[src/design/ilst_pkg.sv]
package ilst_pkg;

   localparam int MODE_W = 2;
   localparam int POS_W  = 10;
   localparam int VAL_W  = 32;
   localparam int STAT_W = 2;
   localparam int LEN_W  = 9;

   localparam logic [MODE_W-1:0] MODE_INSERT = 2'd0;
   localparam logic [MODE_W-1:0] MODE_DELETE = 2'd1;
   localparam logic [MODE_W-1:0] MODE_READ   = 2'd2;

   localparam logic [STAT_W-1:0] ST_OK    = 2'd0;
   localparam logic [STAT_W-1:0] ST_FULL  = 2'd1;
   localparam logic [STAT_W-1:0] ST_RANGE = 2'd2;

   typedef struct packed {
      logic              accept;
      logic              ptr_load_up;
      logic              ptr_load_dn;
      logic              shift_up;
      logic              shift_dn;
      logic              rd_direct;
      logic              put;
      logic              cnt_inc;
      logic              cnt_dec;
      logic              rsp_load;
      logic [STAT_W-1:0] rsp_status;
      logic              rsp_use_data;
   } ilst_cmd_type;

   typedef struct packed {
      logic [MODE_W-1:0] mode;
      logic              full;
      logic              empty;
      logic              beyond;
      logic              last;
      logic              ptr_at_pos;
      logic              ptr_at_end;
      logic              rsp_busy;
   } ilst_stat_type;

endpackage

[src/design/ilst_ctrl.sv]
module ilst_ctrl import ilst_pkg::*; (
   input  logic          clock,
   input  logic          reset,
   input  logic          req_valid,
   output logic          req_ready,
   input  ilst_stat_type stat,
   output ilst_cmd_type  cmd
);

   typedef enum logic [3:0] {
      S_IDLE,
      S_DECODE,
      S_UP,
      S_UP_FLUSH,
      S_PUT,
      S_DOWN,
      S_DN_FLUSH,
      S_RD,
      S_FINISH
   } state_type;

   state_type         state_ff, state_in;
   logic [STAT_W-1:0] status_ff, status_in;
   logic              use_data_ff, use_data_in;

   always_comb begin
      cmd         = '0;
      state_in    = state_ff;
      status_in   = status_ff;
      use_data_in = use_data_ff;
      unique case (state_ff)
         S_IDLE: begin
            if (req_valid) begin
               cmd.accept = 1'b1;
               state_in   = S_DECODE;
            end
         end
         S_DECODE: begin
            use_data_in = 1'b0;
            status_in   = ST_OK;
            unique case (stat.mode)
               MODE_INSERT: begin
                  if (stat.full) begin
                     status_in = ST_FULL;
                     state_in  = S_FINISH;
                  end else if (stat.beyond) begin
                     state_in = S_PUT;
                  end else begin
                     cmd.ptr_load_up = 1'b1;
                     state_in        = S_UP;
                  end
               end
               MODE_DELETE: begin
                  if (stat.beyond) begin
                     status_in = ST_RANGE;
                     state_in  = S_FINISH;
                  end else if (stat.last) begin
                     cmd.cnt_dec = 1'b1;
                     state_in    = S_FINISH;
                  end else begin
                     cmd.ptr_load_dn = 1'b1;
                     state_in        = S_DOWN;
                  end
               end
               MODE_READ: begin
                  if (stat.empty) begin
                     status_in = ST_RANGE;
                     state_in  = S_FINISH;
                  end else begin
                     cmd.rd_direct = 1'b1;
                     use_data_in   = 1'b1;
                     state_in      = S_RD;
                  end
               end
               default: begin
                  status_in = ST_RANGE;
                  state_in  = S_FINISH;
               end
            endcase
         end
         S_UP: begin
            cmd.shift_up = 1'b1;
            if (stat.ptr_at_pos) begin
               state_in = S_UP_FLUSH;
            end
         end
         S_UP_FLUSH: begin
            state_in = S_PUT;
         end
         S_PUT: begin
            cmd.put     = 1'b1;
            cmd.cnt_inc = 1'b1;
            state_in    = S_FINISH;
         end
         S_DOWN: begin
            cmd.shift_dn = 1'b1;
            if (stat.ptr_at_end) begin
               state_in = S_DN_FLUSH;
            end
         end
         S_DN_FLUSH: begin
            cmd.cnt_dec = 1'b1;
            state_in    = S_FINISH;
         end
         S_RD: begin
            state_in = S_FINISH;
         end
         S_FINISH: begin
            if (!stat.rsp_busy) begin
               cmd.rsp_load = 1'b1;
               state_in     = S_IDLE;
            end
         end
         default: begin
            state_in = S_IDLE;
         end
      endcase
      cmd.rsp_status   = status_ff;
      cmd.rsp_use_data = use_data_ff;
   end

   always_ff @(posedge clock) begin
      if (reset) begin
         state_ff    <= S_IDLE;
         status_ff   <= ST_OK;
         use_data_ff <= 1'b0;
      end else begin
         state_ff    <= state_in;
         status_ff   <= status_in;
         use_data_ff <= use_data_in;
      end
   end

   assign req_ready = (state_ff == S_IDLE);

endmodule

[config.mk]
export PLATFORM = sky130hd
export DESIGN_NAME = ilst_ctrl
export DESIGN_NICKNAME = d
export VERILOG_FILES = /design/src/design/ilst_pkg.sv /design/src/design/ilst_ctrl.sv
export SDC_FILE = /design/constraint.sdc
export NUM_CORES = 1
export LEC_CHECK = 0
export ABC_AREA = 0
export BUFFER_PORTS_ARGS = -buffer_cell sky130_fd_sc_hd__clkbuf_2
export CORE_AREA = 10 10 47 49
export CTS_CLUSTER_DIAMETER = 50
export DETAILED_ROUTE_END_ITERATION = 8
export DIE_AREA = 0 0 57 59
export PLACE_DENSITY = 0.72
export SLEW_MARGIN = 10
export SYNTH_ARGS = -nofsm -noshare
export SYNTH_HDL_FRONTEND = slang
export SYNTH_SLANG_ARGS = --single-unit
[constraint.sdc]
create_clock -name clock -period 1.64 [get_ports clock]
set_input_delay 0.164 -clock clock [delete_from_list [all_inputs] [get_ports clock]]
set_output_delay 0.164 -clock clock [all_outputs]
set_load 0.1 [all_outputs]
==> summary.txt <==
Run status
  – Status: finished, violations left
  – Failing checks: setup timing

Floorplanning
  – Core area: 1400 um2
  – Die Y: 59 um
  – I/O Pins: 26
  – Num rows: 14
  – Initial Util: 39.3%
  – Die area: 3360 um2
  – Die width: 57 um

Critical path
  – Worst path cell trace: or4b_4 > buf_6 > and2b_4 > buf_12
  – Critical path's slowest cell: or4b_4
  – Largest delay share family, worst path: simple AND/OR/NAND/NOR gates
  – Critical Path AT: 1.64 ns
  – Crit-path max cell delay: 0.54 ns
  – WP data required: 1.48 ns
  – Number of buffers and inverters on the critical path: 2
  – WP depth: 4
  – Startpoint Class: flip-flop
  – Worst R2R Setup Slack: 0.13 ns
  – Worst r2r src: state_ff[2]
  – Crit-path max FO: 4
  – RR Endpoint: status_ff[0]
  – CP Capture Type: output pin
  – Worst R2R Path Depth: 5
  – Crit path kind: flip-flop to output pin

Logic synthesis
  – #FFs+latches synth: 7
  – Post-synth top area share: 25.5%
  – Seq/Total Area, Yosys: 25.5%
  – Syn. warnings: 0
  – Top cells by area, synth: dfxtp_1 (25%), nor2_1 (6.1%), a21oi_1 (5.5%), nor3_1 (5.5%), nand2b_1 (4.5%)
  – Post-synthesis cell type count: 32
  – Synth Area per Inst: 7.54 um2
  – Post-Synthesis Cells: 73
  – Yosys top cell by area: dfxtp_1
  – Post-Syn Area: 551 um2
  – Post-Syn Nets: 85

CTS
  – Max Root-Sink Buffers: 2
  – Worst skew pair latency: 0.24 ns
  – # H-tree levels: 1
  – Reg clk slew, reported paths: 0.05 ns
  – Root buf cell: clkbuf_4
  – # hold bufs at CTS: 0
  – TritonCTS Buffers: 3
  – CTS tree: done
  – Clock sinks: 7

GRT
  – GRT Util Overall: 10.5%
  – Largest net degree at the start of global routing: 13
  – Antenna violations before repair: 0
  – Grt ovf: 0
  – Vias in the first global route: 722
  – First-pass GRT wire length: 2990 um

Drt
  – Pre-antenna DRT Iters: 3
  – Vias: 642
  – DRC: 0
  – WL final: 1700 um
  – DR vias/cell: 5.44
  – Routed Antenna Nets: 0
  – Wire per inst: 14.4 um
  – First-iteration detailed-routing DRC count: 3

STA
  – Setup TNS: -0.603 ns
  – Fin worst setup slack: -0.166 ns
  – Final number of setup-violating endpoints: 5
  – RSZ-0062 raised after global routing: true
  – Slew Limit Fails: 0
  – Tcrit/Tclk final: 110%
  – Skew final: 0.00454 ns
  – Min Tclk post-route: 1.81 ns
  – Worst rel slew slack: 64.0%
  – Slew @ Worst Pin: 0.543 ns
  – Min Hold Slack: 0.192 ns
  – Maximum achievable frequency: 554 MHz
  – Final hold vios: 0

Layout
  – Layout Area Growth over Synthesis: 82.3%
  – Nets: 115
  – Register area: 146 um2
  – Fillers: 105
  – Multi-input logic area: 449 um2
  – Share of post-route cells with drive strength above 1: 52.9%
  – Cell Count, Final, Fillers Out: 118
  – # diodes: 0

Min path
  – WHS Path Cells: 2
  – Hold Path Sink: status_ff[0]
  – Hold_sp: reset
  – Worst Hold Class: input port to flip-flop

Job
  – Max Cap Violations: 0

Place
  – Port bufs: 25
  – Placer Congestion: 0.819
  – Pre-CTS WS: 0.0387 ns
  – Detail Placement HPWL: 1410 um
  – Placed Instances: 112

Pwr
  – PD cells: 890 nW/um2
  – Overall power: 0.000893 W
  – Worst IR Drop VDD: 0.000636 V
  – Leak: 0.399 nW
placed cells by master (no fill, tap or decap), drive strengths merged:
master	n
or3b	1
a221oi	2
dfxtp	7
o22ai	2
o2bb2ai	1
a21oi	6
mux2i	1
inv	2
or4b	1
a32o	1
and2b	1
or2b	1
or3	1
nor3	7
clkbuf	18
a211oi	3
o31a	1
nand2	5
nor4	1
o32ai	1
buf	19
or2	1
nor3b	1
nor2	9
nand2b	4
nor4b	2
and3	2
o21ba	1
cells in the mapped netlist:
cell	count
or3_1	1
or4b_1	1
nand2_1	5
clkbuf_1	2
dfxtp_1	7
a221oi_1	2
nor4_1	1
buf_2	1
o22ai_1	2
inv_1	2
and3_1	2
o21ba_2	1
nor4b_1	2
nor3_4	1
and2b_1	1
a32o_1	1
or2b_1	1
nor2_1	9
o31a_1	1
nand2b_1	4
a21oi_1	6
mux2i_1	1
nor3b_1	1
buf_1	1
a211oi_1	3
buf_4	3
o32ai_1	1
buf_6	1
or3b_2	1
nor3_1	6
or2_2	1
o2bb2ai_1	1
sequential cells by signal, summed over array words and instances (netlist names):
name,flops
state_ff,4
status_ff,2
use_data_ff,1
through the flow:
stage,instance area (um2),utilization [%]
CTS,1000,71.6
detailed placement,955,68.1
floorplan,669,-
global route,1000,71.6
finish,1000,71.6
global placement,955,68.1
worst register-to-register path, delay by kind of cell, from the launching register on:
family	cells	cell delay [ns]
simple gates	2	0.61
buf+inv	2	0.27
flops	1	0.31
compound gates	1	0.26
worst max path at each step:
stage                     slack, ns  endpoint   startpoint
after floorplan               -0.47    cmd[6]  state_ff[1]
after global placement         0.06   cmd[10]  state_ff[3]
after detailed placement       0.04   cmd[10]  state_ff[3]
after CTS                     -0.18   cmd[10]  state_ff[3]
after global routing          -0.22   cmd[10]  state_ff[2]
final                         -0.17   cmd[10]  state_ff[2]
kinds of logic after synthesis:
kind of cell	after synthesis	share of synthesized area (%)
AND/OR/NAND/NOR	37	38.9
multiplexers	1	1.82
AO/OA/AOI/OAI	18	23.4
flip-flops	7	25.5
buffers and inverters	10	10.5
power by group:
part | switching, W | leakage, nW | internal [W]
Sequential | 0.00000772 | 0.0586 | 0.000188
Clock | 0.0000533 | 0.0150 | 0.0000922
Combinational | 0.000343 | 0.325 | 0.000209
Total | 0.000404 | 0.399 | 0.000489
metal layers:
metal / vias to the layer above / GRT usage [%] / wire length, um
met4: 0 / 8.05 / 21
met5: - / 0 / 0
met3: 4 / 1.72 / 69
li1: 329 / - / -
met2: 14 / 19.5 / 944
met1: 295 / 10.2 / 668
repair_timing:
item / CTS / global route
buffers inserted: 2 / 0
resized for setup: 2 / 0
setup endpoints to repair: 5 / 5
pin swaps: 3 / 1
layout make-up:
| type | instances | area share, % |
|---|---|---|
| multi-input combinational | 56 | 44.8 |
| tap | 16 | 2.00 |
| clock buffer | 4 | 2.62 |
| sequential | 7 | 14.6 |
| timing repair buffer | 33 | 35.3 |
| inverter | 2 | 0.748 |
Power figures use the tool's default switching activity.
